[src/hdl/spmv_pkg.sv]
// shared constants and types for the sync packet majority vote receiver
`default_nettype none
package spmv_pkg;

  localparam int SAMPLES = 10;
  localparam int BYTE_W  = 8;
  localparam int IDX_W   = (SAMPLES > 1) ? $clog2(SAMPLES) : 1;
  localparam int CNT_W   = $clog2(SAMPLES + 1);

  localparam logic [BYTE_W-1:0] NO_MAJORITY = 8'd255;
  localparam logic [BYTE_W-1:0] SYNC_RESET  = 8'b11110101;
  localparam logic [BYTE_W-1:0] AREA_RESET  = 8'd200;

  localparam int CFG_IDX_W  = 1;
  localparam int OUT_TDATA_W = 40;

  typedef enum logic [CFG_IDX_W-1:0] {
    REG_SYNC_VALUE = 1'b0,
    REG_AREA_LIMIT = 1'b1
  } cfg_reg_t;

  typedef struct packed {
    logic              data_en;
    logic              sync_en;
    logic [BYTE_W-1:0] rx_byte;
  } store_cmd_t;

  typedef struct packed {
    logic             sel_y;
    logic [IDX_W-1:0] idx;
  } rd_req_t;

  typedef struct packed {
    logic              busy;
    logic              done;
    logic [BYTE_W-1:0] vote_x;
    logic [BYTE_W-1:0] vote_y;
  } vote_status_t;

endpackage
`default_nettype wire

[src/hdl/spmv_store.sv]
// x and y sample stores with the packet fill sequencing
`default_nettype none
module spmv_store
  import spmv_pkg::*;
(
  input  wire logic              clk,
  input  wire logic              rst_n,
  input  wire store_cmd_t        cmd,
  input  wire rd_req_t           rd_req,
  output logic      [BYTE_W-1:0] rd_data
);

  logic [BYTE_W-1:0] x_store_r [SAMPLES];
  logic [BYTE_W-1:0] y_store_r [SAMPLES];
  logic              in_y_phase_r, in_y_phase_nxt;
  logic [CNT_W-1:0]  fill_r, fill_nxt;
  logic              wr_x, wr_y;

  always_comb begin
    in_y_phase_nxt = in_y_phase_r;
    fill_nxt       = fill_r;
    wr_x           = 1'b0;
    wr_y           = 1'b0;
    if (cmd.sync_en) begin
      in_y_phase_nxt = 1'b0;
      fill_nxt       = '0;
    end else if (cmd.data_en) begin
      if (!in_y_phase_r) begin
        wr_x = (fill_r < CNT_W'(SAMPLES));
        if (fill_r >= CNT_W'(SAMPLES - 1)) begin
          in_y_phase_nxt = 1'b1;
          fill_nxt       = '0;
        end else begin
          fill_nxt = CNT_W'(fill_r + 1'b1);
        end
      end else if (fill_r < CNT_W'(SAMPLES)) begin
        wr_y     = 1'b1;
        fill_nxt = CNT_W'(fill_r + 1'b1);
      end
    end
  end

  always_ff @(posedge clk) begin
    if (!rst_n) begin
      in_y_phase_r <= 1'b0;
      fill_r       <= '0;
      for (int i = 0; i < SAMPLES; i++) begin
        x_store_r[i] <= '0;
        y_store_r[i] <= '0;
      end
    end else begin
      in_y_phase_r <= in_y_phase_nxt;
      fill_r       <= fill_nxt;
      if (wr_x) x_store_r[fill_r[IDX_W-1:0]] <= cmd.rx_byte;
      if (wr_y) y_store_r[fill_r[IDX_W-1:0]] <= cmd.rx_byte;
    end
  end

  assign rd_data = rd_req.sel_y ? y_store_r[rd_req.idx] : x_store_r[rd_req.idx];

endmodule
`default_nettype wire

[src/hdl/spmv_vote.sv]
// sequencer and shared compare and count unit for the majority vote
`default_nettype none
module spmv_vote
  import spmv_pkg::*;
(
  input  wire logic              clk,
  input  wire logic              rst_n,
  input  wire logic              start,
  input  wire logic              ack,
  output rd_req_t                rd_req,
  input  wire logic [BYTE_W-1:0] rd_data,
  output vote_status_t           status
);

  typedef enum logic [4:0] {
    V_IDLE  = 5'b00001,
    V_LOAD  = 5'b00010,
    V_COUNT = 5'b00100,
    V_JUDGE = 5'b01000,
    V_DONE  = 5'b10000
  } vote_state_t;

  vote_state_t       state_r, state_nxt;
  logic              sel_y_r, sel_y_nxt;
  logic [IDX_W-1:0]  a_r, a_nxt;
  logic [IDX_W-1:0]  b_r, b_nxt;
  logic [BYTE_W-1:0] cand_r, cand_nxt;
  logic [CNT_W-1:0]  cnt_r, cnt_nxt;
  logic [CNT_W-1:0]  best_cnt_r, best_cnt_nxt;
  logic [BYTE_W-1:0] best_val_r, best_val_nxt;
  logic [BYTE_W-1:0] vote_x_r, vote_x_nxt;
  logic [BYTE_W-1:0] vote_y_r, vote_y_nxt;
  logic              better;
  logic [BYTE_W-1:0] winner;

  assign rd_req.sel_y = sel_y_r;
  assign rd_req.idx   = (state_r == V_LOAD) ? a_r : b_r;

  assign better = cnt_r > best_cnt_r;
  always_comb begin
    logic [CNT_W-1:0]  fin_cnt;
    logic [BYTE_W-1:0] fin_val;
    fin_cnt = better ? cnt_r : best_cnt_r;
    fin_val = better ? cand_r : best_val_r;
    winner  = (fin_cnt > CNT_W'(SAMPLES / 2)) ? fin_val : NO_MAJORITY;
  end

  always_comb begin
    state_nxt    = state_r;
    sel_y_nxt    = sel_y_r;
    a_nxt        = a_r;
    b_nxt        = b_r;
    cand_nxt     = cand_r;
    cnt_nxt      = cnt_r;
    best_cnt_nxt = best_cnt_r;
    best_val_nxt = best_val_r;
    vote_x_nxt   = vote_x_r;
    vote_y_nxt   = vote_y_r;
    unique case (state_r)
      V_IDLE: begin
        if (start) begin
          state_nxt    = V_LOAD;
          sel_y_nxt    = 1'b0;
          a_nxt        = '0;
          best_cnt_nxt = '0;
          best_val_nxt = '0;
        end
      end
      V_LOAD: begin
        cand_nxt  = rd_data;
        b_nxt     = '0;
        cnt_nxt   = '0;
        state_nxt = V_COUNT;
      end
      V_COUNT: begin
        if (rd_data == cand_r) cnt_nxt = CNT_W'(cnt_r + 1'b1);
        if (b_r == IDX_W'(SAMPLES - 1)) begin
          state_nxt = V_JUDGE;
        end else begin
          b_nxt = IDX_W'(b_r + 1'b1);
        end
      end
      V_JUDGE: begin
        if (better) begin
          best_cnt_nxt = cnt_r;
          best_val_nxt = cand_r;
        end
        if (a_r == IDX_W'(SAMPLES - 1)) begin
          if (!sel_y_r) begin
            vote_x_nxt   = winner;
            sel_y_nxt    = 1'b1;
            a_nxt        = '0;
            best_cnt_nxt = '0;
            best_val_nxt = '0;
            state_nxt    = V_LOAD;
          end else begin
            vote_y_nxt = winner;
            state_nxt  = V_DONE;
          end
        end else begin
          a_nxt     = IDX_W'(a_r + 1'b1);
          state_nxt = V_LOAD;
        end
      end
      V_DONE: begin
        if (ack) state_nxt = V_IDLE;
      end
      default: state_nxt = V_IDLE;
    endcase
  end

  always_ff @(posedge clk) begin
    if (!rst_n) begin
      state_r <= V_IDLE;
    end else begin
      state_r <= state_nxt;
    end
  end

  always_ff @(posedge clk) begin
    sel_y_r    <= sel_y_nxt;
    a_r        <= a_nxt;
    b_r        <= b_nxt;
    cand_r     <= cand_nxt;
    cnt_r      <= cnt_nxt;
    best_cnt_r <= best_cnt_nxt;
    best_val_r <= best_val_nxt;
    vote_x_r   <= vote_x_nxt;
    vote_y_r   <= vote_y_nxt;
  end

  assign status.busy   = (state_r != V_IDLE);
  assign status.done   = (state_r == V_DONE);
  assign status.vote_x = vote_x_r;
  assign status.vote_y = vote_y_r;

  // matches counted so far never exceed the entries compared
  a_cnt_bound: assert property (@(posedge clk) disable iff (!rst_n)
    (state_r == V_COUNT) |-> (cnt_r <= CNT_W'(b_r)))
    else $error("match count ahead of compare index");

  a_start_idle: assert property (@(posedge clk) disable iff (!rst_n)
    start |-> (state_r == V_IDLE))
    else $error("vote started while busy");

  a_count_to_judge: assert property (@(posedge clk) disable iff (!rst_n)
    (state_r == V_JUDGE) |-> $past(state_r == V_COUNT && b_r == IDX_W'(SAMPLES - 1)))
    else $error("judge reached before full count");

  a_done_holds: assert property (@(posedge clk) disable iff (!rst_n)
    (state_r == V_DONE && !ack) |=> (state_r == V_DONE && $stable(vote_x_r)
      && $stable(vote_y_r)))
    else $error("vote result lost before transfer");

endmodule
`default_nettype wire

[src/hdl/sync_packet_majority_vote_receiver.sv]
// top level: stream ports, configuration, held position and result register
// Takes one received byte per transfer. Data bytes fill the X then the Y sample
// store; a byte equal to sync_value restarts the fill and runs a majority vote
// over both stores, giving one result transfer. A data byte is taken whenever
// no vote is running. A sync byte keeps the input not ready while the single
// shared compare and count unit runs the vote, comparing one stored pair per
// cycle as it counts, plus any wait for the result register to be free.
// Configuration writes are taken at any time.
`default_nettype none
module sync_packet_majority_vote_receiver
  import spmv_pkg::*;
(
  input  wire logic                   clk,
  input  wire logic                   rst_n,
  input  wire logic                   in_tvalid,
  output logic                        in_tready,
  input  wire logic [7:0]             in_tdata,   // rx_byte[7:0]
  output logic                        out_tvalid,
  input  wire logic                   out_tready,
  // vote_x[7:0], vote_y[15:8], accepted[16], held_x[24:17], held_y[32:25]
  output logic [OUT_TDATA_W-1:0]      out_tdata,
  input  wire logic                   cfg_wr_en,
  input  wire logic [CFG_IDX_W-1:0]   cfg_index,
  input  wire logic [BYTE_W-1:0]      cfg_wdata
);

  logic [BYTE_W-1:0] sync_value_r, area_limit_r;
  logic [BYTE_W-1:0] pos_x_r, pos_y_r;
  logic              out_valid_r;
  logic [BYTE_W-1:0] out_vx_r, out_vy_r, out_hx_r, out_hy_r;
  logic              out_ok_r;

  store_cmd_t        cmd;
  rd_req_t           rd_req;
  logic [BYTE_W-1:0] rd_data;
  vote_status_t      status;
  logic              in_xfer, is_sync, load_out, ok;

  assign in_tready = !status.busy;
  assign in_xfer   = in_tvalid && in_tready;
  assign is_sync   = (in_tdata == sync_value_r);

  assign cmd.sync_en = in_xfer && is_sync;
  assign cmd.data_en = in_xfer && !is_sync;
  assign cmd.rx_byte = in_tdata;

  assign load_out = status.done && (!out_valid_r || out_tready);
  assign ok = (status.vote_x <= area_limit_r) && (status.vote_y <= area_limit_r);

  spmv_store u_store (
    .clk     (clk),
    .rst_n   (rst_n),
    .cmd     (cmd),
    .rd_req  (rd_req),
    .rd_data (rd_data)
  );

  spmv_vote u_vote (
    .clk     (clk),
    .rst_n   (rst_n),
    .start   (cmd.sync_en),
    .ack     (load_out),
    .rd_req  (rd_req),
    .rd_data (rd_data),
    .status  (status)
  );

  always_ff @(posedge clk) begin
    if (!rst_n) begin
      sync_value_r <= SYNC_RESET;
      area_limit_r <= AREA_RESET;
      pos_x_r      <= '0;
      pos_y_r      <= '0;
      out_valid_r  <= 1'b0;
    end else begin
      if (cfg_wr_en) begin
        unique case (cfg_index)
          REG_SYNC_VALUE: sync_value_r <= cfg_wdata;
          REG_AREA_LIMIT: area_limit_r <= cfg_wdata;
          default: ;
        endcase
      end
      if (load_out && ok) begin
        pos_x_r <= status.vote_x;
        pos_y_r <= status.vote_y;
      end
      if (load_out) begin
        out_valid_r <= 1'b1;
      end else if (out_tready) begin
        out_valid_r <= 1'b0;
      end
    end
  end

  always_ff @(posedge clk) begin
    if (load_out) begin
      out_vx_r <= status.vote_x;
      out_vy_r <= status.vote_y;
      out_ok_r <= ok;
      out_hx_r <= ok ? status.vote_x : pos_x_r;
      out_hy_r <= ok ? status.vote_y : pos_y_r;
    end
  end

  assign out_tvalid = out_valid_r;
  assign out_tdata  = {7'd0, out_hy_r, out_hx_r, out_ok_r, out_vy_r, out_vx_r};

  // an accepted vote must be what the held position now shows
  a_accept_held: assert property (@(posedge clk) disable iff (!rst_n)
    (out_valid_r && out_ok_r) |-> (out_hx_r == out_vx_r && out_hy_r == out_vy_r
      && pos_x_r == out_vx_r && pos_y_r == out_vy_r))
    else $error("held position differs from accepted vote");

endmodule
`default_nettype wire
[config.mk]
export PLATFORM = sky130hd
export DESIGN_NAME = sync_packet_majority_vote_receiver
export DESIGN_NICKNAME = d
export VERILOG_FILES = /design/src/hdl/spmv_pkg.sv /design/src/hdl/spmv_store.sv /design/src/hdl/spmv_vote.sv /design/src/hdl/sync_packet_majority_vote_receiver.sv
export SDC_FILE = /design/constraint.sdc
export NUM_CORES = 1
export LEC_CHECK = 0
export BUFFER_PORTS_ARGS = -buffer_cell sky130_fd_sc_hd__buf_2
export CAP_MARGIN = 20
export CELL_PAD_IN_SITES_DETAIL_PLACEMENT = 1
export CELL_PAD_IN_SITES_GLOBAL_PLACEMENT = 2
export CORE_MARGIN = 2
export CORE_UTILIZATION = 46
export CTS_CLUSTER_SIZE = 14
export DETAILED_ROUTE_END_ITERATION = 8
export PLACE_DENSITY = 0.89
export SYNTH_ARGS = -nofsm -noshare
export SYNTH_HDL_FRONTEND = slang
export SYNTH_SLANG_ARGS = --single-unit
[constraint.sdc]
create_clock -name clk -period 8 [get_ports clk]
set_input_delay 1.6 -clock clk [delete_from_list [all_inputs] [get_ports clk]]
set_output_delay 1.6 -clock clk [all_outputs]
set_load 0.05 [all_outputs]
==> results.md <==
- Commonest cells in the netlist: edfxtp_1, nand2_1, nor2_1, nand3_1, clkbuf_1
- Critical path cell sequence: or3_1 -> o21ai_4 -> buf_4 -> nand2_2 -> buf_4 -> buf_4 -> a211oi_1 -> a211o_1 -> o211ai_1 -> mux2i_4 -> xnor2_1 -> or4_1 -> o21ai_1
- Syn_area_per_cell: 11.6 um^2
- CTS Root Cell: clkbuf_16
- Post-layout util: 53.1%
- N_diodes: 0
- Via count: 12.2k
- Synthesized-area fraction occupied by adder cells: 2.04%
- Worst-skew pair later-pin latency: around 0.57 ns
- M1 WL: approximately 21000 um
- Largest family of logic cells by synthesized area: simple AND/OR/NAND/NOR gates
- Initial core utilization: 46.8%
- Hold path startpoint: area_limit_r[5]$_SDFFE_PN0P_
- Critical path arrival: 5.50 ns
- Finished Layout Cells: roughly 2.1k
- WHS: 0.477 ns
- RR Startpoint: u_vote.state_r[4]$_SDFFE_PN0P_
- Crit path max fanout: between 40 and 50
- CTS tree: done
- First-pass GRT wire length: 77300 um
- Share of cells above drive strength 1: 10.4%
- Clock Skews: around 0.026 ns
- Detailed Place HPWL: ~35000 um
- Core area: 36700 um^2
- Max layer used: met4
- Die height: between 150 and 200 um
- Max transition margin: 26.7%
- Final setup viols: 0
- WL per Instance: 23.9 um
- Register area: 11000 um^2
- Cells after Synth: 1481
- Largest net degree at the start of global routing: between 60 and 70
- Peak supply drop: 0.000159 V
- Post-CTS Hold Buffers: 0
- Gr ovfl total: 0
- Routability cong.: 0.849
- PostCTS Resize Cnt: 0
- Tightest Pin Transition: 1.07 ns
- CP Launch Type: flip-flop
- Flops & latches, synth: 381
- Via/cell ratio: 5.76
- Critical R2R Capture: u_vote.cnt_r[3]$_SDFFCE_PN0P_
- FF-to-FF setup slack: about 2.7 ns
- Yosys cell types: 83
- DP Worst Slack: approximately 2.8 ns
- Multi-input gate area in the final layout: 5970 um^2
- Die area: slightly below 40000 um^2
- Antenna Violating Nets Remaining: 0
- XOR/XNOR Fraction of Synth Area: under 10%
- Final slew viol count: 0
- Port Buffers: 56
- Number of synthesized flops with an enable pin: 338
- Top cells by area, synth: edfxtp_1, nand2_1, dfxtp_1
- Detailed Route WL: 50600 um
- Drc violations: 0
- Period minus WS final: between 5 and 6 ns
- Mux contribution to synthesized area: 3.51%
- RSZ-0062 raised after global routing: no
- Hold Path End: area_limit_r[5]$_SDFFE_PN0P_
- Top FF cell, synth: edfxtp_1
- CP required: 8.21 ns
- Final setup margin: 2.70 ns
- Status: finished, final reports clean
- Sequential area share after synthesis: approximately 64%
- Met2 wire len: 25300 um
- PwrDens: ~230 nW/um^2
- Hold Path Stages: 2
- Antenna violations before repair: 0
- Cell Area, Synth: 17200 um^2
- P_leak: around 7.5 nW
- Layout area overhead: 13.5%
- Setup Fix Bufs, Post-CTS: 0
- Top-count cell post-synth: edfxtp_1
- Routed wl met3: 2560 um
- Std-Cell Rows: 70
- CTS Sinks: 381
- Hold Path Class: reg -> reg
- Post-DP Area: 18200 um^2
- Clock transition at path regs: 0.06 ns
- CTS buffer count: 42
- Worst setup path category: reg -> reg
- Placed instance count: slightly above 2k
- Drt initial violations: 1027
- Number of global-route vias before repair: roughly 13k
- Slowest CP cell: nand2_2
- Critical Path Sink Type: flip-flop
- Post-synthesis simple-gate area fraction: roughly 17%
- Total negative slack: 0 ns
- Period utilization: 66.2%
- Slowest stage delay, CP: 0.69 ns
- Max cap viols: 0
- FILL cells: 3851
- Yosys warns: 0
- Compound-Gate Fraction of Synth Area: around 8.7%
- Hold Vio Cnt, Final: 0
- Nets: roughly 1.7k
- Synth area leader: edfxtp_1
- Power, Total: about 4.4 mW
- All-layer global routing usage: 26.6%
- Buf+Inv Stages, Crit Path: 3
- Worst-case clock buffer depth: 3
- Max Freq: 189 MHz
- Most common cell on crit path: buf_4
- Post-route cell area: 19500 um^2
- Pre-Repair DR Iteration Count: 5
- IO Pins: 64
- R2R depth: 13
- Yosys top cell area share: 59.1%
- Die Wd: 197 um
- H-tree level count: 2
- Critical path's top delay family: simple AND/OR/NAND/NOR gates
- Post-synth ARST share: 0%
## worst reg2reg max path, delay by kind of cell, from the launching register on
| family | cells | cell delay, ns |
|---|---|---|
| AOI/OAI and AO/OA | 5 | 1.21 |
| xor gates and xnor gates | 1 | 0.08 |
| buffers and inverters | 3 | 1.24 |
| DFF | 1 | 0.35 |
| muxes | 1 | 0.26 |
| and+or+nand+nor | 3 | 1.80 |
## final cells by class
type                       count  area share (%)
tap                          468            3.01
clock inverter                20           0.649
timing repair buffer          78            2.29
multi-input combinational   1066            30.7
clock buffer                  55            6.01
inverter                      46           0.886
sequential                   381            56.5
## cells by family after synthesis
family | count (synthesis)
simple gates | 645
flops | 381
compound gates | 211
buf+inv | 136
mux | 57
other cells | 1
xor+xnor | 22
fa+ha+maj | 28
## where the power goes
part	switching (mW)	total [mW]	leakage (nW)	internal (mW)
logic	0.207	0.279	3.15	0.0717
clock network	0.790	1.85	0.637	1.06
registers	0.0352	2.27	3.76	2.23
## flip-flops by register name, indices dropped and copies added, names as in the netlist, 8 cells and up
name               cells
u_store.y_store_r    128
u_vote.vote_x_r        8
pos_y_r                8
out_vy_r               8
u_vote.cand_r          8
out_hx_r               8
u_vote.vote_y_r        8
out_vx_r               8
out_hy_r               8
area_limit_r           8
pos_x_r                8
u_store.x_store_r    128
sync_value_r           8
u_vote.best_val_r      8
## layer usage
| layer | vias up | track usage [%] |
|---|---|---|
| li1 | 5539 | - |
| met1 | 6193 | 34.4 |
| met2 | 353 | 46.6 |
| met3 | 90 | 3.45 |
| met4 | 0 | 8.33 |
| met5 | - | 0 |
## worst max path at each step
| stage | startpoint | cells past startpoint | slack [ns] | to |
|---|---|---|---|---|
| after floorplan | in_tdata[4] | 10 | 4.28 | u_store.x_store_r[1][0]$_SDFFCE_PN0P_ |
| after global placement | u_vote.state_r[4]$_SDFFE_PN0P_ | 13 | 2.94 | u_vote.cnt_r[1]$_SDFFCE_PN0P_ |
| after detailed placement | u_vote.state_r[1]$_SDFFE_PN0P_ | 12 | 2.82 | u_vote.cnt_r[1]$_SDFFCE_PN0P_ |
| after CTS | u_vote.state_r[4]$_SDFFE_PN0P_ | 13 | 2.78 | u_vote.cnt_r[1]$_SDFFCE_PN0P_ |
| after global routing | u_vote.state_r[1]$_SDFFE_PN0P_ | 12 | 2.40 | u_vote.cnt_r[2]$_SDFFCE_PN0P_ |
| final | u_vote.state_r[4]$_SDFFE_PN0P_ | 13 | 2.70 | u_vote.cnt_r[3]$_SDFFCE_PN0P_ |
## placed cells by master (no fill, tap or decap), types with 11 or more instances in the layout
| cell type | instances |
|---|---|
| nand3_1 | 69 |
| nor3_1 | 15 |
| mux2i_1 | 49 |
| nand2b_1 | 13 |
| o21ai_0 | 42 |
| clkinv_1 | 12 |
| nor2b_1 | 23 |
| ha_1 | 28 |
| and3_1 | 50 |
| nand2_1 | 230 |
| a211oi_1 | 29 |
| a32oi_1 | 11 |
| buf_2 | 56 |
| inv_1 | 44 |
| a21oi_1 | 32 |
| xnor2_1 | 17 |
| dfxtp_1 | 43 |
| nor2_1 | 191 |
| clkbuf_16 | 43 |
| buf_4 | 22 |
| conb_1 | 103 |
| nand4_1 | 13 |
| edfxtp_1 | 338 |
Power figures use the tool's default switching activity.
